--- src/rtl/sprite_rle_row_decoder_top_macros.svh ---
// assertion macros for the sprite rle row decoder
// used by sprite_rle_row_decoder_top; no other dependencies
`ifndef SPRITE_RLE_ROW_DECODER_TOP_MACROS_SVH
`define SPRITE_RLE_ROW_DECODER_TOP_MACROS_SVH

// same-cycle implication, disabled while in reset
`define SRLE_ASSERT_NOW(label, clk, rst_n, ante, cons, msg) \
    label: assert property (@(posedge clk) disable iff (!rst_n) (ante) |-> (cons)) \
        else $error(msg);

// next-cycle implication, disabled while in reset
`define SRLE_ASSERT_NEXT(label, clk, rst_n, ante, cons, msg) \
    label: assert property (@(posedge clk) disable iff (!rst_n) (ante) |=> (cons)) \
        else $error(msg);

`endif

--- src/rtl/srle_pkg.sv ---
// shared types and constants for the sprite rle row decoder
// no dependencies
package srle_pkg;

    // result kinds
    localparam logic [1:0] KIND_RUN      = 2'd0;
    localparam logic [1:0] KIND_ROW_END  = 2'd1;
    localparam logic [1:0] KIND_OVERFLOW = 2'd2;

    // input op codes
    localparam logic OP_ROW_START = 1'b0;

    // command classes by low two bits of the command byte
    localparam logic [1:0] LOW2_LDRAW = 2'b00;
    localparam logic [1:0] LOW2_LSKIP = 2'b01;

    // command low nibbles
    localparam logic [3:0] NIB_GDRAW  = 4'h2;
    localparam logic [3:0] NIB_GSKIP  = 4'h3;
    localparam logic [3:0] NIB_PDRAW  = 4'h6;
    localparam logic [3:0] NIB_FILL   = 4'h7;
    localparam logic [3:0] NIB_PFILL  = 4'hA;
    localparam logic [3:0] NIB_SHADOW = 4'hB;
    localparam logic [3:0] NIB_EXT    = 4'hE;
    localparam logic [3:0] NIB_END    = 4'hF;
    localparam logic [3:0] NIB_LDRAW  = 4'h0;

    // full command bytes
    localparam logic [7:0] BYTE_ROW_END   = 8'h0F;
    localparam logic [7:0] BYTE_OUTL_PIX1 = 8'h4E;
    localparam logic [7:0] BYTE_OUTL_RUN1 = 8'h5E;
    localparam logic [7:0] BYTE_OUTL_PIX2 = 8'h6E;
    localparam logic [7:0] BYTE_OUTL_RUN2 = 8'h7E;
    localparam logic [3:0] HI_OUTL_RUN1   = 4'h5;

    // palette constants
    localparam logic [7:0] COLOR_OUTL1   = 8'd32;
    localparam logic [7:0] COLOR_OUTL2   = 8'd48;
    localparam logic [7:0] PLAYER_OFFSET = 8'd32;

    localparam logic [11:0] SAT12_MAX = 12'hFFF;

    typedef struct packed {
        logic        op;
        logic [7:0]  value;
        logic [11:0] row_index;
        logic [11:0] left_pad;
    } in_item_t;

    typedef struct packed {
        logic [1:0]  kind;
        logic [11:0] row;
        logic [11:0] x_start;
        logic [11:0] run_length;
        logic [7:0]  color;
    } result_t;

endpackage

--- src/rtl/sprite_rle_row_decoder_top.sv ---
// sprite rle row decoder: one stream byte in per transaction, at most one pixel run out
// the decoder takes one transaction per clock when the output side keeps up; an
// item is held in the input register after its transaction and is decoded into the
// result register when that register is free or draining, from which the result is
// offered. the rate is set by the decode loop, which updates the row state (command
// phase, counts, x position) from each byte; the x position moves through one
// shared adder.
// a row-start transaction (op 0) loads the row and the left padding; command
// bytes then give runs (kind 0), overflowed runs (kind 2) or the row end (kind 1).
// a run that crosses MAX_WIDTH is clipped and x stays at MAX_WIDTH; rows at or
// past MAX_HEIGHT report every run as overflowed at full length.
// depends on srle_pkg, srle_in_stage, srle_decode, srle_out_stage and the macros header
`include "sprite_rle_row_decoder_top_macros.svh"

module sprite_rle_row_decoder_top #(
    parameter int MAX_WIDTH  = 4096,
    parameter int MAX_HEIGHT = 4096
)
(
    input  logic        clk,
    input  logic        rst_n,

    // command byte transactions
    input  logic        in_valid,
    output logic        in_ready,
    input  logic        op,
    input  logic [7:0]  value,
    input  logic [11:0] row_index,
    input  logic [11:0] left_pad,

    // pixel run transactions
    output logic        out_valid,
    input  logic        out_ready,
    output logic [1:0]  kind,
    output logic [11:0] row_out,
    output logic [11:0] x_start,
    output logic [11:0] run_length,
    output logic [7:0]  color
);

    srle_pkg::in_item_t item_in;
    srle_pkg::in_item_t stage_item;
    srle_pkg::result_t  res;
    srle_pkg::result_t  res_q;
    logic               stage_valid;
    logic               advance;
    logic               res_valid;

    assign item_in.op        = op;
    assign item_in.value     = value;
    assign item_in.row_index = row_index;
    assign item_in.left_pad  = left_pad;

    // the held item is decoded when the result register is free or draining
    assign advance = stage_valid && (!out_valid || out_ready);

    srle_in_stage u_in_stage
    (
        .clk         (clk),
        .rst_n       (rst_n),
        .in_valid    (in_valid),
        .in_ready    (in_ready),
        .item_in     (item_in),
        .advance     (advance),
        .stage_valid (stage_valid),
        .stage_item  (stage_item)
    );

    srle_decode #(
        .MAX_WIDTH  (MAX_WIDTH),
        .MAX_HEIGHT (MAX_HEIGHT)
    ) u_decode
    (
        .clk       (clk),
        .rst_n     (rst_n),
        .step      (advance),
        .item      (stage_item),
        .res_valid (res_valid),
        .res       (res)
    );

    srle_out_stage u_out_stage
    (
        .clk       (clk),
        .rst_n     (rst_n),
        .step      (advance),
        .res_valid (res_valid),
        .res       (res),
        .out_ready (out_ready),
        .out_valid (out_valid),
        .res_q     (res_q)
    );

    assign kind       = res_q.kind;
    assign row_out    = res_q.row;
    assign x_start    = res_q.x_start;
    assign run_length = res_q.run_length;
    assign color      = res_q.color;

    // row-end results carry no length or color
    `SRLE_ASSERT_NOW(a_row_end_empty, clk, rst_n, out_valid && kind == srle_pkg::KIND_ROW_END, run_length == 12'd0 && color == 8'd0, "row end with nonzero length or color")

    // plain runs are never empty
    `SRLE_ASSERT_NOW(a_run_nonempty, clk, rst_n, out_valid && kind == srle_pkg::KIND_RUN, run_length != 12'd0, "empty pixel run emitted")

    // an accepted transaction is held in the input register next cycle
    `SRLE_ASSERT_NEXT(a_in_captured, clk, rst_n, in_valid && in_ready, stage_valid, "accepted transaction lost")

    // decoding never overwrites a result still waiting at the output
    `SRLE_ASSERT_NOW(a_no_overwrite, clk, rst_n, advance, !out_valid || out_ready, "result overwritten while stalled")

endmodule

--- src/rtl/srle_in_stage.sv ---
// input register stage of the sprite rle row decoder
// depends on srle_pkg
module srle_in_stage
(
    input  logic                clk,
    input  logic                rst_n,
    input  logic                in_valid,
    output logic                in_ready,
    input  srle_pkg::in_item_t  item_in,
    input  logic                advance,
    output logic                stage_valid,
    output srle_pkg::in_item_t  stage_item
);

    logic               valid_reg;
    srle_pkg::in_item_t item_reg;

    // a held item can be replaced in the cycle it moves on
    assign in_ready    = !valid_reg || advance;
    assign stage_valid = valid_reg;
    assign stage_item  = item_reg;

    always_ff @(posedge clk or negedge rst_n)
    begin
        if (!rst_n)
        begin
            valid_reg <= 1'b0;
        end
        else if (in_ready)
        begin
            valid_reg <= in_valid;
        end
    end

    always_ff @(posedge clk)
    begin
        if (in_ready && in_valid)
        begin
            item_reg <= item_in;
        end
    end

endmodule

--- src/rtl/srle_decode.sv ---
// command decoder and row state of the sprite rle row decoder
// depends on srle_pkg
module srle_decode #(
    parameter int MAX_WIDTH  = 4096,
    parameter int MAX_HEIGHT = 4096
)
(
    input  logic                clk,
    input  logic                rst_n,
    input  logic                step,
    input  srle_pkg::in_item_t  item,
    output logic                res_valid,
    output srle_pkg::result_t   res
);

    localparam int XW  = $clog2(MAX_WIDTH + 1);
    localparam int SW  = ((XW > 12) ? XW : 12) + 1;
    localparam int HCW = $clog2(MAX_HEIGHT + 1);
    localparam int CW  = (HCW > 12) ? HCW : 12;

    typedef enum logic [2:0] {
        PH_CMD,
        PH_DONE,
        PH_LIT,
        PH_EXT,
        PH_COUNT,
        PH_COLOR
    } phase_t;

    phase_t          phase_reg, phase_next;
    logic [3:0]      cmd_kind_reg, cmd_kind_next;
    logic [3:0]      high_nibble_reg, high_nibble_next;
    logic [11:0]     remaining_reg, remaining_next;
    logic [XW-1:0]   x_pos_reg, x_pos_next;
    logic [11:0]     cur_row_reg, cur_row_next;

    logic [XW-1:0]   base;
    logic [11:0]     amt;
    logic            move;
    logic            emit_req;
    logic            row_end;
    logic [7:0]      emit_color;
    logic [SW-1:0]   sum;
    logic            over;
    logic [XW-1:0]   room;
    logic            row_beyond;
    logic            emit_ok;
    logic [11:0]     rem_dec;
    logic [11:0]     ext_count;
    logic [3:0]      nib;
    logic [3:0]      hi;

    function automatic logic [11:0] sat12(input logic [XW-1:0] v);
        return (SW'(v) > SW'(4095)) ? srle_pkg::SAT12_MAX : 12'(v);
    endfunction

    assign nib        = item.value[3:0];
    assign hi         = item.value[7:4];
    assign rem_dec    = remaining_reg - 12'd1;
    assign ext_count  = {high_nibble_reg, item.value};
    assign row_beyond = CW'(cur_row_reg) >= CW'(MAX_HEIGHT);

    // next state and the run request of this byte
    always_comb
    begin
        phase_next       = phase_reg;
        cmd_kind_next    = cmd_kind_reg;
        high_nibble_next = high_nibble_reg;
        remaining_next   = remaining_reg;
        cur_row_next     = cur_row_reg;
        base             = x_pos_reg;
        amt              = '0;
        move             = 1'b0;
        emit_req         = 1'b0;
        emit_color       = '0;
        row_end          = 1'b0;

        if (item.op == srle_pkg::OP_ROW_START)
        begin
            cur_row_next     = item.row_index;
            base             = '0;
            amt              = item.left_pad;
            move             = 1'b1;
            phase_next       = PH_CMD;
            cmd_kind_next    = '0;
            high_nibble_next = '0;
            remaining_next   = '0;
        end
        else
        begin
            unique case (phase_reg)
                PH_CMD:
                begin
                    priority if (nib[1:0] == srle_pkg::LOW2_LDRAW)
                    begin
                        cmd_kind_next  = srle_pkg::NIB_LDRAW;
                        remaining_next = 12'(item.value[7:2]);
                        phase_next     = (item.value[7:2] != '0) ? PH_LIT : PH_CMD;
                    end
                    else if (nib[1:0] == srle_pkg::LOW2_LSKIP)
                    begin
                        amt  = 12'(item.value[7:2]);
                        move = 1'b1;
                    end
                    else
                    begin
                        unique case (nib)
                            srle_pkg::NIB_GDRAW, srle_pkg::NIB_GSKIP:
                            begin
                                cmd_kind_next    = nib;
                                high_nibble_next = hi;
                                phase_next       = PH_EXT;
                            end
                            srle_pkg::NIB_PDRAW, srle_pkg::NIB_FILL,
                            srle_pkg::NIB_PFILL, srle_pkg::NIB_SHADOW:
                            begin
                                cmd_kind_next    = nib;
                                high_nibble_next = hi;
                                if (hi == '0)
                                begin
                                    phase_next = PH_COUNT;
                                end
                                else
                                begin
                                    remaining_next = 12'(hi);
                                    if (nib == srle_pkg::NIB_PDRAW)
                                    begin
                                        phase_next = PH_LIT;
                                    end
                                    else if (nib == srle_pkg::NIB_SHADOW)
                                    begin
                                        amt        = 12'(hi);
                                        move       = 1'b1;
                                        phase_next = PH_CMD;
                                    end
                                    else
                                    begin
                                        phase_next = PH_COLOR;
                                    end
                                end
                            end
                            srle_pkg::NIB_EXT:
                            begin
                                if (item.value == srle_pkg::BYTE_OUTL_PIX1 ||
                                    item.value == srle_pkg::BYTE_OUTL_PIX2)
                                begin
                                    amt        = 12'd1;
                                    move       = 1'b1;
                                    emit_req   = 1'b1;
                                    emit_color = (item.value == srle_pkg::BYTE_OUTL_PIX1) ?
                                                 srle_pkg::COLOR_OUTL1 :
                                                 srle_pkg::COLOR_OUTL2;
                                end
                                else if (item.value == srle_pkg::BYTE_OUTL_RUN1 ||
                                         item.value == srle_pkg::BYTE_OUTL_RUN2)
                                begin
                                    cmd_kind_next    = srle_pkg::NIB_EXT;
                                    high_nibble_next = hi;
                                    phase_next       = PH_COUNT;
                                end
                            end
                            srle_pkg::NIB_END:
                            begin
                                if (item.value == srle_pkg::BYTE_ROW_END)
                                begin
                                    phase_next = PH_DONE;
                                    row_end    = 1'b1;
                                end
                            end
                            default:
                            begin
                            end
                        endcase
                    end
                end
                PH_LIT:
                begin
                    amt            = 12'd1;
                    move           = 1'b1;
                    emit_req       = 1'b1;
                    emit_color     = (cmd_kind_reg == srle_pkg::NIB_PDRAW) ?
                                     item.value + srle_pkg::PLAYER_OFFSET : item.value;
                    remaining_next = rem_dec;
                    if (rem_dec == '0)
                    begin
                        phase_next = PH_CMD;
                    end
                end
                PH_EXT:
                begin
                    phase_next = PH_CMD;
                    if (cmd_kind_reg == srle_pkg::NIB_GDRAW)
                    begin
                        remaining_next = ext_count;
                        cmd_kind_next  = srle_pkg::NIB_LDRAW;
                        if (ext_count != '0)
                        begin
                            phase_next = PH_LIT;
                        end
                    end
                    else
                    begin
                        amt            = ext_count;
                        move           = 1'b1;
                        remaining_next = '0;
                    end
                end
                PH_COUNT:
                begin
                    remaining_next = 12'(item.value);
                    if (cmd_kind_reg == srle_pkg::NIB_PDRAW)
                    begin
                        phase_next = (item.value != '0) ? PH_LIT : PH_CMD;
                    end
                    else if (cmd_kind_reg == srle_pkg::NIB_SHADOW)
                    begin
                        amt            = 12'(item.value);
                        move           = 1'b1;
                        remaining_next = '0;
                        phase_next     = PH_CMD;
                    end
                    else if (cmd_kind_reg == srle_pkg::NIB_EXT)
                    begin
                        amt            = 12'(item.value);
                        move           = 1'b1;
                        emit_req       = 1'b1;
                        emit_color     = (high_nibble_reg == srle_pkg::HI_OUTL_RUN1) ?
                                         srle_pkg::COLOR_OUTL1 : srle_pkg::COLOR_OUTL2;
                        remaining_next = '0;
                        phase_next     = PH_CMD;
                    end
                    else
                    begin
                        phase_next = PH_COLOR;
                    end
                end
                PH_COLOR:
                begin
                    amt            = remaining_reg;
                    move           = 1'b1;
                    emit_req       = 1'b1;
                    emit_color     = item.value;
                    remaining_next = '0;
                    phase_next     = PH_CMD;
                end
                PH_DONE:
                begin
                end
                default:
                begin
                end
            endcase
        end
    end

    // one shared adder for skips, runs and left padding
    assign sum        = SW'(base) + SW'(amt);
    assign over       = sum > SW'(MAX_WIDTH);
    assign room       = XW'(MAX_WIDTH) - x_pos_reg;
    assign emit_ok    = emit_req && (amt != '0);
    assign x_pos_next = move ? (over ? XW'(MAX_WIDTH) : XW'(sum)) : x_pos_reg;

    always_comb
    begin
        res.row     = cur_row_reg;
        res.x_start = sat12(x_pos_reg);
        if (row_end)
        begin
            res.kind       = srle_pkg::KIND_ROW_END;
            res.run_length = '0;
            res.color      = '0;
        end
        else
        begin
            res.kind       = (over || row_beyond) ? srle_pkg::KIND_OVERFLOW :
                             srle_pkg::KIND_RUN;
            res.run_length = (over && !row_beyond) ? sat12(room) : amt;
            res.color      = emit_color;
        end
    end

    assign res_valid = row_end || emit_ok;

    always_ff @(posedge clk or negedge rst_n)
    begin
        if (!rst_n)
        begin
            phase_reg       <= PH_CMD;
            cmd_kind_reg    <= '0;
            high_nibble_reg <= '0;
            remaining_reg   <= '0;
            x_pos_reg       <= '0;
            cur_row_reg     <= '0;
        end
        else if (step)
        begin
            phase_reg       <= phase_next;
            cmd_kind_reg    <= cmd_kind_next;
            high_nibble_reg <= high_nibble_next;
            remaining_reg   <= remaining_next;
            x_pos_reg       <= x_pos_next;
            cur_row_reg     <= cur_row_next;
        end
    end

endmodule

--- src/rtl/srle_out_stage.sv ---
// result register of the sprite rle row decoder
// depends on srle_pkg
module srle_out_stage
(
    input  logic               clk,
    input  logic               rst_n,
    input  logic               step,
    input  logic               res_valid,
    input  srle_pkg::result_t  res,
    input  logic               out_ready,
    output logic               out_valid,
    output srle_pkg::result_t  res_q
);

    logic              valid_reg;
    srle_pkg::result_t res_reg;

    assign out_valid = valid_reg;
    assign res_q     = res_reg;

    // step only happens when the register is empty or being drained
    always_ff @(posedge clk or negedge rst_n)
    begin
        if (!rst_n)
        begin
            valid_reg <= 1'b0;
        end
        else if (step)
        begin
            valid_reg <= res_valid;
        end
        else if (out_ready)
        begin
            valid_reg <= 1'b0;
        end
    end

    always_ff @(posedge clk)
    begin
        if (step && res_valid)
        begin
            res_reg <= res;
        end
    end

endmodule
--- config.mk ---
export PLATFORM = sky130hd
export DESIGN_NAME = sprite_rle_row_decoder_top
export DESIGN_NICKNAME = d
export VERILOG_FILES = /design/src/rtl/srle_pkg.sv /design/src/rtl/sprite_rle_row_decoder_top.sv /design/src/rtl/srle_in_stage.sv /design/src/rtl/srle_decode.sv /design/src/rtl/srle_out_stage.sv
export VERILOG_INCLUDE_DIRS = /design/src /design/src/rtl
export SDC_FILE = /design/constraint.sdc
export NUM_CORES = 1
export LEC_CHECK = 0
export BUFFER_PORTS_ARGS = -buffer_cell sky130_fd_sc_hd__buf_2
export CORE_ASPECT_RATIO = 0.5
export CORE_MARGIN = 2
export CORE_UTILIZATION = 35
export DETAILED_ROUTE_END_ITERATION = 10
export HOLD_SLACK_MARGIN = 0.03
export PLACE_DENSITY = 0.55
export SYNTH_ARGS = -nofsm -noshare
export SYNTH_HDL_FRONTEND = slang
export SYNTH_HIERARCHICAL = 1
export SYNTH_SLANG_ARGS = --single-unit
--- constraint.sdc ---
create_clock -name clk -period 11.83 [get_ports clk]
set_clock_uncertainty 0.2 [all_clocks]
set_input_delay 2.9575 -clock clk [delete_from_list [all_inputs] [get_ports clk]]
set_output_delay 2.9575 -clock clk [all_outputs]
set_load 0.03 [all_outputs]
# Yosys cells after proc, flatten, opt, wreduce, memory -nomap -nowiden
# Index checks and enable logic that the tools add are counted.
totals:
  register_bits: 129
  word_cells: 198
  in_bits: 37
  output_inout_bits: 48
op_classes:
  reduce_logical: 31
  bitwise_logic: 1
  muxes: 101
  addsub: 4
  eq_ne: 41
  n_lt_le_gt_ge: 3
ops:
  columns: ["op", "n"]
  rows:
  - ["$mux W12", 18]
  - ["$pmux W12 S5", 2]
  - ["$mux W8", 10]
  - ["$mux W4", 13]
  - ["$mux W3", 14]
  - ["$eq A8 B7 Y1 const B", 4]
  - ["$pmux W8 S4", 1]
  - ["$gt A13 B12 Y1 const B", 2]
  - ["$mux W1", 26]
  - ["$mux W13", 2]
  - ["$eq A4 B4 Y1 const B", 6]
  - ["$pmux W12 S2", 1]
  - ["$pmux W4 S2", 3]
  - ["$reduce_bool A12 Y1", 2]
  - ["$eq A4 B3 Y1 const B", 4]
  - ["$pmux W3 S5", 1]
  - ["$add A13 B12 Y14", 1]
  - ["$gt A14 B13 Y1 const B", 1]
  - ["$reduce_and A7 Y1", 2]
  - ["$sub A13 B13 Y13 const A", 1]
  - ["$eq A4 B2 Y1 const B", 3]
  - ["$logic_not A12 Y1", 1]
  - ["$ne A3 B2 Y1 const B", 4]
  - ["$ne A4 B3 Y1 const B", 3]
  - ["other kinds (36)", 56]

# Depth between registers and ports, before layout
logic_depth:
  depth_word: 13
  ltp_mapped: 18
  mapped_depth_nobuf: 15

# By module
# The synthesis kept the hierarchy.
by_module_without_submodules:
  columns: ["mod", "instances", "area_per_inst_um2", "cells_per_inst"]
  rows:
  - ["srle_decode", 1, 4986.0, 631]
  - ["srle_out_stage", 1, 1426.4, 50]
  - ["srle_in_stage", 1, 1044.8, 37]
  - ["sprite_rle_row_decoder_top", 1, 11.3, 2]

# Least setup slack after synthesis
# No wires, ideal clock.
synth_timing:
  path_kind: "input -> output"
  from: "input port out_ready"
  to: "output port in_ready"
  t_arrival_ps: 3584
  required_ps: 8673
  n_path_buf: 0
  setup_slack_ps: 5089
  cell_stages: 3
  path_cell_list: "inv_1 a21boi_1 nand2b_4"
synth_via:
  elab_chain_len: 3
synth_lines:
  columns: ["element", "line_no", "text"]
  rows:
  - ["start: declaration", "sprite_rle_row_decoder_top.sv:33", "input logic out_ready,"]
  - ["$logic_or A1 B1 Y1", "sprite_rle_row_decoder_top.sv:55", "assign advance = stage_valid && (!out_valid || out_ready);"]
  - ["$logic_and A1 B1 Y1", "sprite_rle_row_decoder_top.sv:55", null]
  - ["named net advance", "sprite_rle_row_decoder_top.sv:46", "logic advance;"]
  - ["$logic_or A1 B1 Y1", "srle_in_stage.sv:19", "assign in_ready = !valid_reg || advance;"]
  - ["end: declaration", "sprite_rle_row_decoder_top.sv:25", "output logic in_ready,"]
# The timed path passes the listed nets, and every way through them passes these cells.

# Worst setup path in the final report
# Same ends and word-level chain as after synthesis.

==> impl_summary.md <==
Cells and area
The net count of the finished layout is 840. The post-layout utilization of the core is 41.7%. The register with the most flip-flops in the layout has 46 of them. Counting the fill cells in the layout gives 2031.

The area added between synthesis and finish is 15.7%. The area of the multi-input gates is 0.00355 mm^2. For this run, the number of standard cells in the final layout without fillers is 1070. The footprint of the flip-flops and latches is 0.00362 mm^2. The fraction of final layout cells with drive strength greater than 1 is 22.1%. 0 antenna diodes ended up in the layout.

Logic synthesis
Yosys printed 6 warnings. Synthesis produced a netlist whose cell count is 720. Of the synthesized area, sequential elements account for 48.5%. The mapped netlist covers 0.00747 mm^2.

Yosys mapped the design onto 87 distinct sky130hd cell types. Sorting the synthesized cells by area gives the leading types as sky130_fd_sc_hd__edfxtp_1, sky130_fd_sc_hd__dfrtp_1, sky130_fd_sc_hd__nand2_1. The average instance in the mapped netlist occupies 10.4 um^2. The post-synthesis register bit count is 129. For this run, the leading register cell type out of synthesis is sky130_fd_sc_hd__edfxtp_1. The top cell type by area accounts for 31.8% of the synthesized area. The synthesized design contains 79 enable-type register cells. The synthesized netlist net count is 776. The largest total area in the synthesized netlist belongs to sky130_fd_sc_hd__edfxtp_1. In the synthesized netlist the async set-or-reset flop fraction comes to 38.8%.

STA
The final total negative setup slack is 0 ns. Setup repair after global routing left no endpoint under its margin. Setup violations remaining at the end of the flow were counted as 0. The final-report max-slew violation count is 0. The final critical-path required period is 7.26 ns. The post-route clock period utilization is 61.4%. The worst hold slack across all endpoints is 0.244 ns. The max-slew headroom at the worst pin is 26.1%. For the pin with the worst max-slew slack, the measured transition is 1.10 ns. The number of hold violations in the final report is 0. For this run, the top clock speed supported by timing is 0.138 GHz.

Power
The share of total power in combinational logic is 37.3%. Registers are responsible for 36.9% of the overall power. The cell area power density is 229 mW/mm^2. For this design the total switching power over the nets is 811 uW. The peak ir drop on the vdd network is 0.107 mV. The leakage power total is 3.42 nW.

Of the total power, the share spent switching nets is 41.1%. The internal power summed over all cells is 1.16 mW. The part of the total power dissipated in the clock network is 25.8%.

Critical path
The worst setup path is of the primary input to output port kind. For the worst setup path, the data required time is 8.67 ns. The largest driver fanout on the critical path is 7. STA classifies the critical path endpoint as an output port. Data on the critical path arrives at its endpoint at 4.10 ns. The startpoint type of the worst setup path is a primary input.

Floorplanning
The total die area is 0.0226 mm^2. The starting density of the core is 36.0%. The initialized floorplan defines 37 standard-cell rows. The area of the core is 0.0207 mm^2. The die is 107 um tall.

The width of the die is 211 um. The number of placed I/O pins is 85.

Placed design
Detailed placement ended at an HPWL of 14300 um. The placer congestion estimate is 0.885. The count of buffers inserted at the top-level ports is 84.

The placed cell count is 1038.

Route
The number of DRC violations after detailed routing is 0. The pre-antenna-repair detailed-routing pass consisted of 5 iterations. The aggregate routed wire length is 20600 um. The initial detailed-routing violation count is 597.

Once detail routing completed, the nets flagged for antenna violations numbered 0. The post-detailed-route via-to-cell ratio is 5.63. Dividing the detail-routed wire length by the instance count gives 19.2 um. The total number of vias is 6027.

Clocking
The later pin in the worst-skew pair is clocked with a latency of 0.43 ns. The number of buffers added for setup after CTS is 0. CTS built an H-tree with a depth of 4. The count of instances resized after the clock tree is built is 0. The cell sitting at the root of the clock tree is a sky130_fd_sc_hd__clkbuf_16. The sink count of the clock tree is 129. TritonCTS built the clock tree. The clock slew seen by the registers of the worst setup and hold paths is 0.06 ns. The hold buffer count at CTS is 0. Counting along the longest clock path gives a buffer depth of 2. The CTS buffer count is 17.

Flow run
Across the run, the number of max-cap violations was 0.

Run status
The run finished with clean final reports.

GRT
The via count of the first global-routing pass is 5792. The initial antenna violation count was 0. After global routing the overflow that remains totals 0.

The first global-routing pass estimated 32600 um of wire. The total routing resource utilization after global routing is 18.9%. The largest net degree at the start of global routing is 51.

Min path
The worst min-delay path class is flip-flop to flip-flop.
cells in the final DEF (no fill, tap or decap), drive strengths merged, types with 6 or more instances in the layout:
master	instances
buf	90
nand4	12
o22ai	7
edfxtp	79
inv	31
nor3b	11
xor2	10
nor4	10
a21oi	30
a222oi	6
a31oi	6
nor2	48
o31ai	17
xnor2	13
ha	18
or2	16
a211oi	6
or3	7
nand2	64
nand3	16
clkbuf	17
mux2	15
dfrtp	50
mux2i	14
a221o	7
nand2b	8
or4	8
o21ai	47
and2	24
nor3	17
final timing paths:
kind,startpoint,endpoint,slack [ns],cells after the start
max,out_ready,in_ready,4.57,5
min,u_decode/cur_row_reg[2],u_out_stage/res_q[34],0.24,0
min reg2reg,u_decode/cur_row_reg[2],u_out_stage/res_q[34],0.24,0
max reg2reg,u_decode/phase_reg[1],u_out_stage/res_q[19],6.20,15
max in group asynchronous,rst_n,u_decode/x_pos_reg[5],8.46,2
min in group asynchronous,rst_n,u_decode/phase_reg[2],2.45,2
critical path: stages:
cell and delay [ns]:
sky130_fd_sc_hd__buf_2 0.09, sky130_fd_sc_hd__inv_1 0.03, sky130_fd_sc_hd__a21boi_1 0.56, sky130_fd_sc_hd__nand2b_4 0.27, sky130_fd_sc_hd__buf_2 0.19
metrics by stage:
stage | area [um^2] | setup slack [ns] | power [mW]
finish | 8640 | 4.57 | 1.98
global route | 8640 | 4.47 | 2.10
CTS | 8640 | 4.54 | 1.98
detailed placement | 8070 | 4.55 | 1.46
global placement | 8070 | 4.59 | 1.45
floorplan | 7470 | 5.09 | 1.27
cell type report:
cell class / instances / share of cell area, %
inverter: 24 / 1.04
tap: 273 / 3.95
clock inverter: 15 / 1.67
multi-input combinational: 522 / 41.1
timing repair buffer: 90 / 5.39
clock buffer: 17 / 4.92
sequential: 129 / 41.9
metal layers:
layer	part of all wire [%]	vias up	GRT usage (%)	routed length, um
met5	0	-	0	0
met4	1.1	0	4.18	230
met3	7.8	17	5.25	1610
met2	44	254	28.4	8980
met1	47	2916	27.1	9770
li1	-	2840	-	-
power by group through the flow:
stage / clock network, mW / logic, mW / registers (mW)
2_1_floorplan: 0 / 0.561 / 0.704
3_3_place_gp: 0 / 0.721 / 0.732
3_5_place_dp: 0 / 0.728 / 0.736
4_1_cts: 0.521 / 0.732 / 0.727
5_1_grt: 0.541 / 0.813 / 0.746
6_report: 0.509 / 0.737 / 0.729
cells in the mapped netlist, types with 14 or more instances:
| cell | number |
|---|---|
| sky130_fd_sc_hd__clkbuf_1 | 32 |
| sky130_fd_sc_hd__inv_1 | 23 |
| sky130_fd_sc_hd__or2_2 | 15 |
| sky130_fd_sc_hd__nand2_1 | 64 |
| sky130_fd_sc_hd__dfrtp_1 | 50 |
| sky130_fd_sc_hd__ha_1 | 18 |
| sky130_fd_sc_hd__o21ai_0 | 41 |
| sky130_fd_sc_hd__edfxtp_1 | 79 |
| sky130_fd_sc_hd__a21oi_1 | 28 |
| sky130_fd_sc_hd__nor3_1 | 16 |
| sky130_fd_sc_hd__nor2_1 | 48 |
| sky130_fd_sc_hd__and2_1 | 22 |
| sky130_fd_sc_hd__o31ai_1 | 14 |
| sky130_fd_sc_hd__mux2i_1 | 14 |
| sky130_fd_sc_hd__nand3_1 | 16 |
kinds of logic (layout without fill, tap and decap cells):
family,after synthesis,in the layout,share of synthesized area (%)
simple gates,271,271,19.9
flops,129,129,48.5
compound gates,180,180,17.3
mux,29,29,4.29
fa+ha+maj,19,19,3.28
buf+inv,69,146,3.97
xor+xnor,23,23,2.70
(Power assumes the default switching activity.)
